**config.mk**
```make
export PLATFORM = sky130hd
export DESIGN_NAME = tcw_front
export DESIGN_NICKNAME = d
export VERILOG_FILES = /design/src/rtl/tcw_pkg.sv /design/src/rtl/tcw_front.sv
export SDC_FILE = /design/constraint.sdc
export NUM_CORES = 1
export LEC_CHECK = 0
export BUFFER_PORTS_ARGS = -buffer_cell sky130_fd_sc_hd__buf_2
export CAP_MARGIN = 20
export CORE_MARGIN = 5
export CORE_UTILIZATION = 55
export CTS_CLUSTER_DIAMETER = 120
export CTS_CLUSTER_SIZE = 40
export DETAILED_ROUTE_END_ITERATION = 6
export PLACE_DENSITY = 0.83
export SYNTH_ARGS = -nofsm -noshare
export SYNTH_HDL_FRONTEND = slang
export SYNTH_SLANG_ARGS = --single-unit
export TNS_END_PERCENT = 100
```
**constraint.sdc**
```tcl
create_clock -name clk -period 3 [get_ports clk]
set_input_delay 0.6 -clock clk [delete_from_list [all_inputs] [get_ports clk]]
set_output_delay 0.6 -clock clk [all_outputs]
set_load 0.05 [all_outputs]
```
**src/rtl/tcw_pkg.sv**
```systemverilog
// Shared types and constants for the text console writer.
`timescale 1ns / 1ps

package tcw_pkg;

    localparam logic       CMD_PUT      = 1'b0;
    localparam logic       CMD_READ     = 1'b1;
    localparam logic [7:0] NEWLINE_CODE = 8'h0A;
    localparam logic [7:0] BLANK_CODE   = 8'h20;
    localparam logic [7:0] RESET_COLOR  = 8'h07;

    // APB byte address of the text_color register.
    localparam logic [2:0] ADDR_TEXT_COLOR = 3'd0;

    // One input word.
    typedef struct packed {
        logic       command;
        logic [7:0] char_code;
        logic [4:0] read_row;
        logic [6:0] read_col;
    } tcw_in_t;

    // One result word.
    typedef struct packed {
        logic [15:0] cell_value;
        logic [4:0]  cursor_row_out;
        logic [6:0]  cursor_col_out;
        logic        scrolled;
    } tcw_out_t;

    // Classified operation handed from front to back.
    typedef enum logic [1:0] {
        OP_PUT,
        OP_NEWLINE,
        OP_READ,
        OP_READ_NONE
    } tcw_op_kind_t;

    typedef struct packed {
        tcw_op_kind_t kind;
        logic [7:0]   char_code;
        logic [4:0]   read_row;
        logic [6:0]   read_col;
    } tcw_op_t;

    // Front/back handshake and status.
    typedef struct packed {
        logic init_busy;
        logic take;
    } tcw_link_t;

endpackage

```
**src/rtl/tcw_front.sv**
```systemverilog
// Front end: accepts input words, classifies them, queues up to two operations.
`timescale 1ns / 1ps

module tcw_front #(
    parameter int SCREEN_WIDTH  = 80,
    parameter int SCREEN_HEIGHT = 25
) (
    input  logic             clk,
    input  logic             rst_n,
    input  logic             push,
    output logic             full,
    input  tcw_pkg::tcw_in_t item,
    output tcw_pkg::tcw_op_t op,
    input  tcw_pkg::tcw_link_t link_in,
    output logic             op_valid
);
    import tcw_pkg::*;

    localparam logic [1:0] DEPTH = 2'd2;

    tcw_op_t    q_reg [2];
    logic       wr_ptr_reg, wr_ptr_next;
    logic       rd_ptr_reg, rd_ptr_next;
    logic [1:0] cnt_reg, cnt_next;
    logic       in_ok;
    logic       take;
    logic       row_ok, col_ok;
    tcw_op_t    op_in;

    assign take     = link_in.take;
    assign full     = (cnt_reg == DEPTH) || link_in.init_busy;
    assign in_ok    = push && !full;
    assign op_valid = (cnt_reg != 2'd0);
    assign op       = q_reg[rd_ptr_reg];

    // classify
    always_comb
    begin
        row_ok          = {1'b0, item.read_row} < 6'(SCREEN_HEIGHT);
        col_ok          = {1'b0, item.read_col} < 8'(SCREEN_WIDTH);
        op_in.char_code = item.char_code;
        op_in.read_row  = item.read_row;
        op_in.read_col  = item.read_col;
        if (item.command == CMD_READ)
        begin
            op_in.kind = (row_ok && col_ok) ? OP_READ : OP_READ_NONE;
        end
        else if (item.char_code == NEWLINE_CODE)
        begin
            op_in.kind = OP_NEWLINE;
        end
        else
        begin
            op_in.kind = OP_PUT;
        end
    end

    always_comb
    begin
        wr_ptr_next = in_ok ? ~wr_ptr_reg : wr_ptr_reg;
        rd_ptr_next = take  ? ~rd_ptr_reg : rd_ptr_reg;
        case ({in_ok, take})
            2'b10:   cnt_next = cnt_reg + 2'd1;
            2'b01:   cnt_next = cnt_reg - 2'd1;
            default: cnt_next = cnt_reg;
        endcase
    end

    always_ff @(posedge clk or negedge rst_n)
    begin
        if (!rst_n)
        begin
            wr_ptr_reg <= 1'b0;
            rd_ptr_reg <= 1'b0;
            cnt_reg    <= 2'd0;
        end
        else
        begin
            wr_ptr_reg <= wr_ptr_next;
            rd_ptr_reg <= rd_ptr_next;
            cnt_reg    <= cnt_next;
        end
    end

    always_ff @(posedge clk)
    begin
        if (in_ok)
        begin
            q_reg[wr_ptr_reg] <= op_in;
        end
    end

    a_cnt_bound: assert property (@(posedge clk) disable iff (!rst_n)
        cnt_reg <= DEPTH)
        else $error("front queue count overflow");

    a_take_valid: assert property (@(posedge clk) disable iff (!rst_n)
        take |-> op_valid)
        else $error("back took from empty front queue");

    a_no_push_init: assert property (@(posedge clk) disable iff (!rst_n)
        link_in.init_busy |=> $stable(cnt_reg) || cnt_reg < $past(cnt_reg))
        else $error("word accepted during clearing pass");

endmodule

```
; After elaboration in Yosys (flattened, before gate mapping)
; Memories as Yosys holds them, arrays and structs flattened.
; Cells that the tools add are included.
; W data, S select, Z words.
[totals]
reg_bits = 4
in_bits = 26
out_inout_bits = 24
ramBits = 44
word_cells = 26
memories = 1
[memory_table]
columns = memory, words, word_bits, rd, rd_clocked_by_memory_dff, write_ports, line
row1 = q_reg, 2, 22, 1, 0, 1, tcw_front.sv:21  ; tcw_op_t q_reg [2];
[classes]
addsub = 2
muxes = 6
reduce_logical = 6
order_cmp = 2
n_eq_ne = 4
bitwise_logic = 2
[op_table]
columns = op, n
row1 = $eq A8 B4 Y1 const B, 1
row2 = $lt A7 B7 Y1 const B, 1
row3 = $lt A5 B5 Y1 const B, 1
row4 = $eq A2 B2 Y1 const B, 2
row5 = $mux W1, 4
row6 = $pmux W2 S2, 1
row7 = $reduce_bool A2 Y1, 2
row8 = $add A2 B1 Y2 const B, 1
row9 = $eq A2 B1 Y1 const B, 1
row10 = $logic_and A1 B1 Y1, 2
row11 = $mux W2, 1
row12 = $not A1 Y1, 2
row13 = $sub A2 B1 Y2 const B, 1
row14 = $logic_not A1 Y1, 1
row15 = $logic_or A1 B1 Y1, 1

; Logic depth before layout (Yosys ltp)
; Gate-level depths: netlist of the first run.
[logic_depth]
word_depth = 6
mapped_depth = 6
depth_no_buf = 6

; Worst setup path before layout of the first run
; OpenSTA, ideal clock, no wires.
[synth_timing]
path_kind = input to register
start = input port link_in[1] (netlist bit)
end = memory q_reg[1][0] (netlist bit), enable pin
t_required_ns = 2.599
n_path_buf = 0
stages = 3
arrival_ns = 1.737
setup_slack_ns = 0.862
setup_time_ns = 0.401
cell_sequence = inv_1 > o211ai_2 > nor2_1
[synth_via]
elab_chain_cells = 5
[synth_rtl]
columns = item, line
row1 = from (decl), tcw_front.sv:14  ; input tcw_pkg::tcw_link_t link_in,
row2 = $logic_or A1 B1 Y1, tcw_front.sv:31  ; assign full = (cnt_reg == DEPTH) || link_in.init_busy;
row3 = $logic_not A1 Y1, tcw_front.sv:32  ; assign in_ok = push && !full;
row4 = $logic_and A1 B1 Y1, tcw_front.sv:32
row5 = $mux W1, tcw_front.sv:87  ; if (in_ok)
row6 = $mux W1 (not written as such), tcw_front.sv:89  ; q_reg[wr_ptr_reg] <= op_in;
row7 = to (decl), tcw_front.sv:21
; Every way passes these cells.

==> results of run 1 <==
[final cells by class]
cell class                 instances  area [sq um]
clock buffer                       7          45.0
clock inverter                     1          5.00
fill                             237          1060
inverter                           3          11.3
multi-input combinational         40           457
sequential                        48          1420
tap                               46          57.6
timing repair buffer              53           275
[worst register-to-register path: cells and delay by family, from the launching register on]
family | cells | cell delay [ns]
buffers and inverters | 2 | 0.44
AO/OA/AOI/OAI | 1 | 0.16
AND/OR/NAND/NOR | 1 | 0.36
flip-flops | 1 | 0.40
[power breakdown]
group          switching [uW]  internal (uW)
registers                41.3            842
logic                     655            332
clock network             182           91.6
total                     878           1270
[cell families after synthesis]
| logic type | synth area share |
|---|---|
| AOI/OAI and AO/OA | 0.0223 |
| adders and majority gates | 0.00656 |
| xor gates and xnor gates | 0.0230 |
| muxes | 0.167 |
| and+or+nand+nor | 0.0177 |
| buffers and inverters | 0.0177 |
| DFF | 0.745 |
[path summary, 6_finish.rpt]
path | from | endpoint | slack [ns]
max in group asynchronous | rst_n | cnt_reg[0] | 2.84
worst min-delay path | rst_n | cnt_reg[1] | 0.03
worst max-delay path | rd_ptr_reg | op[21] | 0.83
min in group clk | item[1] | q_reg[0][1] | 0.44
worst max register to register | cnt_reg[1] | q_reg[1][12] | 1.34
worst min register to register | wr_ptr_reg | wr_ptr_reg | 0.54
[metal layers]
metal,up-vias,GRT usage,share of wire
li1,474,-,-
met1,469,0.170,0.40
met2,31,0.223,0.50
met3,7,0.0551,0.079
met4,0,0.0511,0.016
met5,-,0,0
[stage by stage]
step | instances | hold slack [ns] | total power, uW | cell area, sq um
floorplan | 93 | 0.304 | 1720 | 1910
global placement | 190 | 0.412 | 1880 | 2220
detailed placement | 190 | 0.410 | 1900 | 2220
CTS | 198 | 0.0212 | 2160 | 2270
global route | 198 | 0.00884 | 2240 | 2270
finish | 198 | 0.0349 | 2140 | 2270
[synthesized netlist by cell type (all sizes together)]
master  count
edfxtp     44
mux2       22
dfrtp       4
xnor2       4
inv         3
nor2        3
buf         2
o21ai       2
a21oi       1
a31oi       1
ha          1
nor4        1
nor4bb      1
o211ai      1
o311ai      1
or2         1
xor2        1
==> metrics.txt, run 1 <==
area of the core 0.00334 sq mm; Initial DRT Pass Iterations 4; Register-to-Register Path Depth 4; required time worst endpoint 2.40 ns; syn avg cell area 20.5 sq um; largest area contributor in the netlist edfxtp_1; most frequent cells in the layout buf_2 (49), edfxtp_1 (44), mux2_4 (19); Setup TNS 0 ns; register area share after synthesis 0.745; VDD IR max 596 uV; pwr dens 944 mW/mm^2; Slew @ Worst Pin approximately 0.41 ns; Max clock buf depth 2; Largest delay share family, worst path buffers and inverters; DRC Markers 0; # Max-Cap Violations 0; CTS Root Cell clkbuf_4; critical path's slowest cell mux2_2; CP Capture Type output pin; pre-CTS setup slack 1.07 ns; IO Count 50; clock sinks 48; via count 981; Port Buffers 49; routed wire length 2990 um; Final #Nets 178; Hold Buf Count CTS 0; outcome finished, final reports clean; largest cells by area after synthesis edfxtp_1 (69%), mux2_4 (15%), dfrtp_1 (5.2%); critical-path maximum fanout 15; post-cts sizing count 0; Initial Util 0.571; chip height between 60 and 70 um; Syn Nets 120; post-DP HPWL 2260 um; Routed wire per std cell approximately 15 um; H-Tree Level Count 2; max-slew violation count 0; Finished Core Util 0.681; Post-Synthesis Cells 93; die area 0.00474 sq mm; Antenna Nets Post-Route 0; Setup CP Type reg2out; leak pwr 0.000915 uW; Clock transition at path regs approximately 0.11 ns; Placer Congestion roughly 0.75; relative slew slack 0.727; Cell variety after synth 19; Synth Warn # 0; CTS buffer count 5; FF+latch count, synth 48; Data arrival, critical path around 1.6 ns; setup bufs post-CTS 0; crit-path cells buf_4 > mux2_2 > buf_2; RSZ-0062 raised after global routing false; Setup crit start kind flop; CTS tree built; vias in the first global route 988; Final Hold Viols 0; Die X 68.9 um; Netlist Area Pre-Place 0.00191 sq mm; clk_skew 0.0155 ns; final period utilization 0.724; FMAX 460 MHz; first-pass GRT wire length 4600 um; pin count of the biggest net entering global routing 16; commonest non-fill, non-tap cell in the layout buf_2; max reg flops 44; grt ovf 0; Levels on crit path 3; GRT Resource Usage Total 0.139; diode count 0; setup ws final just over 0.8 ns; top cell type's share of synthesized area 0.693; initial antenna violation count 0; layout cell share with drive strength beyond 1 0.553; Skew-Pair Late Insertion Delay 0.35 ns; synth-to-layout area growth 19.2%; CP peak stage delay ~0.37 ns; Final setup viols 0; min Tclk post-route 2.17 ns; number of core rows 21; Min-Delay Path Class in2async; drt initial violations 49; Avg Vias per Cell 4.95; CP Buf/Inv Count 2
(Power assumes the default switching activity.)
==> run 2: changes to the inputs <==
CORE_UTILIZATION = 46   (was 55)
PLACE_DENSITY = 0.74   (was 0.83)
clock period = 1.8 ns   (was 3 ns; I/O delays follow)
==> run 2 against run 1 <==
Effect of this change:
- critical path type unchanged
- hold slack gained 0.21 ns
- global-route usage shrank 1.0 points
- non-clock buffer count up 4
- power grew 96%
- core utilization fell by 4.0 points
- wire length grew 14%
- combinational power grew 110%
- flip-flop and latch count stayed put
- highest routed layer unchanged
- worst setup slack worse by 0.82 ns
- critical path depth stayed put
- final cell count increased by 4.0%
- first-iteration DRC count decreased by 29%
==> metrics.txt, run 2 (synthesized netlist as in run 1, its figures left out) <==
outcome finished, final reports clean; synth-to-layout area growth 34.4%; Pint 2630 uW (+110%); routed wire length 3420 um (+14%); Max clock buf depth 2 (unchanged); Final #Nets 182 (+2.2%); Data arrival, critical path 1.43 ns (-0.14 ns); Die X 74.4 um (+8.0%); clock sinks 48 (unchanged); Comb power frac 0.503 (+0.043); first-pass GRT wire length 5130 um (+12%); Setup CP Type reg2out; H-Tree Level Count 2 (unchanged); GRT Resource Usage Total 0.129 (-0.0100); Clock transition at path regs 0.08 ns (-0.03 ns); initial antenna violation count 0 (unchanged); IO Count 50 (unchanged); Initial Util 0.477 (-0.0947); commonest non-fill, non-tap cell in the layout edfxtp_1; clk_skew 0.00349 ns (-0.0120 ns); Min-Delay Path Class in2reg; DRC Markers 0 (unchanged); Initial DRT Pass Iterations 4 (unchanged); grt ovf 0 (unchanged); final period utilization 0.993; Avg Vias per Cell 4.99 (+0.62%); Switching Fraction 0.376 (-0.0335); pre-CTS setup slack 0.285 ns (-0.781 ns); number of core rows 23 (+9.5%); leak pwr 0.00102 uW (+11%); Final setup viols 0 (unchanged); sequential share of power 0.358 (-0.054); Skew-Pair Late Insertion Delay 0.29 ns (-0.06 ns); most frequent cells in the layout edfxtp_1 (44), buf_2 (27), buf_6 (21); max-slew violation count 0 (unchanged); Final Hold Viols 0 (unchanged); share of total power in the clock network 0.140 (+0.012); RSZ-0062 raised after global routing true; CTS buffer count 5 (unchanged); layout cell share with drive strength beyond 1 0.558 (+0.00506); required time worst endpoint 1.44 ns (-0.96 ns); pwr dens 1640 mW/mm^2 (+74%); Port Buffers 49 (unchanged); Placer Congestion 0.653 (-13%); VDD IR max 888 uV (+49%); pin count of the biggest net entering global routing 21 (+5); setup ws final 0.0125 ns (-0.816 ns); NetSw 1580 uW (+80%); post-DP HPWL 2340 um (+3.6%); CP Capture Type output pin; area of the core 0.00400 sq mm (+20%); Total Power 4210 uW (+96%); Slew @ Worst Pin 0.319 ns (-0.0894 ns); # Max-Cap Violations 0 (unchanged); Antenna Nets Post-Route 0 (unchanged); drt initial violations 35 (-29%); die area 0.00553 sq mm (+17%); Routed wire per std cell 16.6 um (+9.7%); via count 1027 (+4.7%); CTS tree built; max reg flops 44 (unchanged); relative slew slack 0.784 (+0.0570); Setup crit start kind flop; diode count 0 (unchanged); CTS Root Cell clkbuf_8; critical-path maximum fanout 6 (-9); vias in the first global route 1099 (+11%); chip height 74.4 um (+8.0%); FMAX 559 MHz; min Tclk post-route 1.79 ns
==> run 2: repair_timing <==
| item | 4_1_cts | 5_1_grt |
|---|---|---|
| hold endpoints to repair | 4 | 0 |
| setup buffers | 0 | 1 |
| gates resized for setup | 2 | 71 |
| setup endpoints to repair | 15 | 17 |
| cloned | 0 | 2 |
| hold buffers | 1 | 0 |
==> run 2: power groups by stage <==
stage	clock network (uW)	logic [uW]	registers, uW
after floorplan	0	1370	1500
after global placement	0	1670	1490
after detailed placement	0	1700	1500
after CTS	602	1720	1480
after global routing	658	2200	1520
final	588	2120	1510
==> run 2: cell type report <==
type | count | area, sq um
fillers | 281 | 1440
flip-flops and latches | 48 | 1420
repair buffers | 57 | 529
multi-input cells | 40 | 457
clock buffers | 7 | 76.3
well taps | 50 | 62.6
inverters | 3 | 11.3
clock inverters | 1 | 3.75
==> run 2: stage by stage <==
| step | instances | cell area, sq um | setup TNS [ns] | hold WS (ns) | utilization |
|---|---|---|---|---|---|
| floorplan | 93 | 1910 | -6.68 | 0.0644 | - |
| global placement | 194 | 2250 | 0 | 0.169 | 0.563 |
| detailed placement | 194 | 2250 | 0 | 0.171 | 0.563 |
| CTS | 203 | 2350 | -0.0149 | 0.243 | 0.587 |
| global route | 206 | 2560 | -0.192 | 0.231 | 0.641 |
| finish | 206 | 2560 | 0 | 0.248 | 0.641 |
==> run 2: critical path, cell delays in order, from the launching register on <==
cell	delay (ns)
dfrtp_2	0.48
clkbuf_16	0.19
mux2_4	0.30
buf_6	0.15
==> run 2: path summary, 6_finish.rpt <==
check	startpoint	endpoint	slack, ns	depth (start not counted)
max	rd_ptr_reg	op[8]	0.01	3
min	item[2]	q_reg[1][2]	0.25	1
max reg2reg	cnt_reg[1]	q_reg[0][19]	0.39	4
min reg2reg	wr_ptr_reg	wr_ptr_reg	0.53	1
max in group asynchronous	rst_n	rd_ptr_reg	1.26	2
min in group asynchronous	rst_n	cnt_reg[1]	0.41	2
==> run 2: routing by layer <==
layer / share of wire / wire [um] / global-route usage / vias up
li1: - / - / - / 486
met1: 0.36 / 1230 / 0.135 / 507
met2: 0.55 / 1890 / 0.225 / 26
met3: 0.061 / 209 / 0.0500 / 8
met4: 0.025 / 87 / 0.0632 / 0
met5: 0 / 0 / 0 / -
==> run 3: changes to the inputs <==
CORE_ASPECT_RATIO = 0.9   (was not set)
REMOVE_ABC_BUFFERS = 1   (was not set)
==> run 3 against run 2 <==
Effect of this change:
- core utilization is 1.8 points lower
- clock skew is 0.00099 ns higher
- largest power group unchanged
- flip-flop and latch count did not move
- first-iteration DRC count up 130%
- wire length decreased by 0.15%
==> metrics.txt, run 3 (synthesized netlist as in run 1, its figures left out) <==
outcome finished, final reports clean; CTS buffer count 5 (unchanged); clock sinks 48 (unchanged); via count 1010 (-1.7%); number of core rows 22 (-4.3%); IO Count 50 (unchanged); CP peak stage delay 0.46 ns (-0.02 ns); most frequent cells in the layout edfxtp_1 (44), buf_2 (27), mux2_4 (22); filler cell count 283 (+0.71%); Placer Congestion 0.683 (+4.6%); min Tclk post-route 1.76 ns (-0.0241 ns); Final setup viols 0 (unchanged); pin count of the biggest net entering global routing 18 (-14%); max reg flops 44 (unchanged); die area 0.00553 sq mm (about the same); Slew @ Worst Pin 0.321 ns (+0.00172 ns); first-pass GRT wire length 5240 um (+2.2%); Avg Vias per Cell 4.98 (-0.20%); setup bufs post-CTS 0 (unchanged); Final Hold Viols 0 (unchanged); Port Buffers 49 (unchanged); Initial Util 0.471 (-0.00545); Skew-Pair Late Insertion Delay 0.29 ns (about the same); Setup crit start kind flop; grt ovf 0 (unchanged); layout cell share with drive strength beyond 1 0.574 (+0.0165); RSZ-0062 raised after global routing true; leak pwr 0.00102 uW (-0.10%); worst hold margin 0.256 ns (+0.00832 ns); Clock transition at path regs 0.08 ns (about the same); commonest non-fill, non-tap cell in the layout edfxtp_1; required time worst endpoint 1.44 ns (about the same); CP Buf/Inv Count 2 (unchanged); clk_skew 0.00448 ns (+0.000993 ns); Initial DRT Pass Iterations 6 (+2); Setup TNS 0 ns (unchanged); Largest delay share family, worst path flip-flops; footprint of the multi-input gates 468 sq um (+2.5%); post-route cell area 0.00252 sq mm (-1.7%); initial antenna violation count 0 (unchanged); Routed wire per std cell 16.8 um (+1.3%); GRT Resource Usage Total 0.126 (-0.00312); Setup CP Type reg2out; Die X 77.9 um (+4.7%); drt initial violations 80 (+130%); pwr dens 1640 mW/mm^2 (-0.37%); Min-Delay Path Class in2reg; final period utilization 0.980 (-0.0134); CTS Root Cell clkbuf_8; CP Capture Type output pin; vias in the first global route 1072 (-2.5%); area of the core 0.00405 sq mm (+1.2%); relative slew slack 0.783 (-0.00116); chip height 71.1 um (-4.4%); FMAX 567 MHz (+1.4%); Seq. cell area 0.00142 sq mm (unchanged); critical-path maximum fanout 8 (+2); VDD IR max 864 uV (-2.8%); crit-path cells clkbuf_16 > mux2_4 > buf_6; CTS tree built; Final #Nets 182 (unchanged); Area after DPL 0.00225 sq mm (unchanged); H-Tree Level Count 2 (unchanged); diode count 0 (unchanged); routed wire length 3410 um (-0.15%); max-slew violation count 0 (unchanged); placed cell count 194 (unchanged); Total Power 4120 uW (-2.1%); Antenna Nets Post-Route 0 (unchanged); Data arrival, critical path 1.40 ns (-0.03 ns); Max clock buf depth 2 (unchanged); # Max-Cap Violations 0 (unchanged); synth-to-layout area growth 32.1%; DRC Markers 0 (unchanged); post-DP HPWL 2390 um (+2.1%); final cell count without fillers 203 (-1.5%); critical path's slowest cell dfrtp_2
## run 3: cell types whose count changed in the layout (fill, tap and decap cells not counted), sizes merged
cell and delta:
clkbuf -2, buf +1
## run 3: routing by layer
layer | GRT usage | wire [um] | up-vias | share of wire
li1 | - | - | 482 | -
met1 | 0.145 | 1330 | 492 | 0.39
met2 | 0.200 | 1760 | 31 | 0.52
met3 | 0.0662 | 284 | 5 | 0.083
met4 | 0.0458 | 27 | 0 | 0.0079
met5 | 0 | 0 | - | 0
## run 3: timing repair
action	4_1_cts	5_1_grt
pin swaps	0	0
hold endpoints to repair	4	0
setup endpoints to repair	6	22
gates cloned	0	1
hold buffers	1	0
gates resized for setup	7	58
## run 3: worst reg2reg max path: stages, from the launching register on
cell,delay [ns]
dfrtp_1,0.45
o211ai_2,0.29
ha_1,0.32
nor2_1,0.14
xnor2_1,0.14
## run 3: worst paths after layout
path	from	slack, ns	to	cells after the start
worst max-delay path	rd_ptr_reg	0.04	op[20]	3
worst min-delay path	item[2]	0.26	q_reg[1][2]	1
worst max register to register	cnt_reg[0]	0.39	cnt_reg[1]	4
worst min register to register	wr_ptr_reg	0.54	wr_ptr_reg	1
max in group asynchronous	rst_n	1.27	rd_ptr_reg	2
min in group asynchronous	rst_n	0.40	wr_ptr_reg	2
## run 3: area by class of cell
class	instances	area share
Clock buffer	6	0.0288
Clock inverter	1	0.00199
Inverter	3	0.00447
Multi-Input combinational cell	40	0.186
Sequential cell	48	0.565
Tap cell	48	0.0238
Timing Repair Buffer	57	0.190
## run 3: stage by stage
| step | utilization | setup slack [ns] |
|---|---|---|
| after floorplan | - | -0.150 |
| final | 0.622 | 0.0366 |
| after detailed placement | 0.557 | 0.304 |
| after global routing | 0.622 | -0.0119 |
| after CTS | 0.583 | 0.000407 |
| after global placement | 0.557 | 0.330 |
## run 3: report_power, final
part	switching (uW)	internal, uW	total (uW)	leakage [uW]
sequential	91.0	1410	1500	0.000448
combinational	1160	884	2050	0.000529
clock	313	264	577	0.0000410
total	1570	2560	4120	0.00102
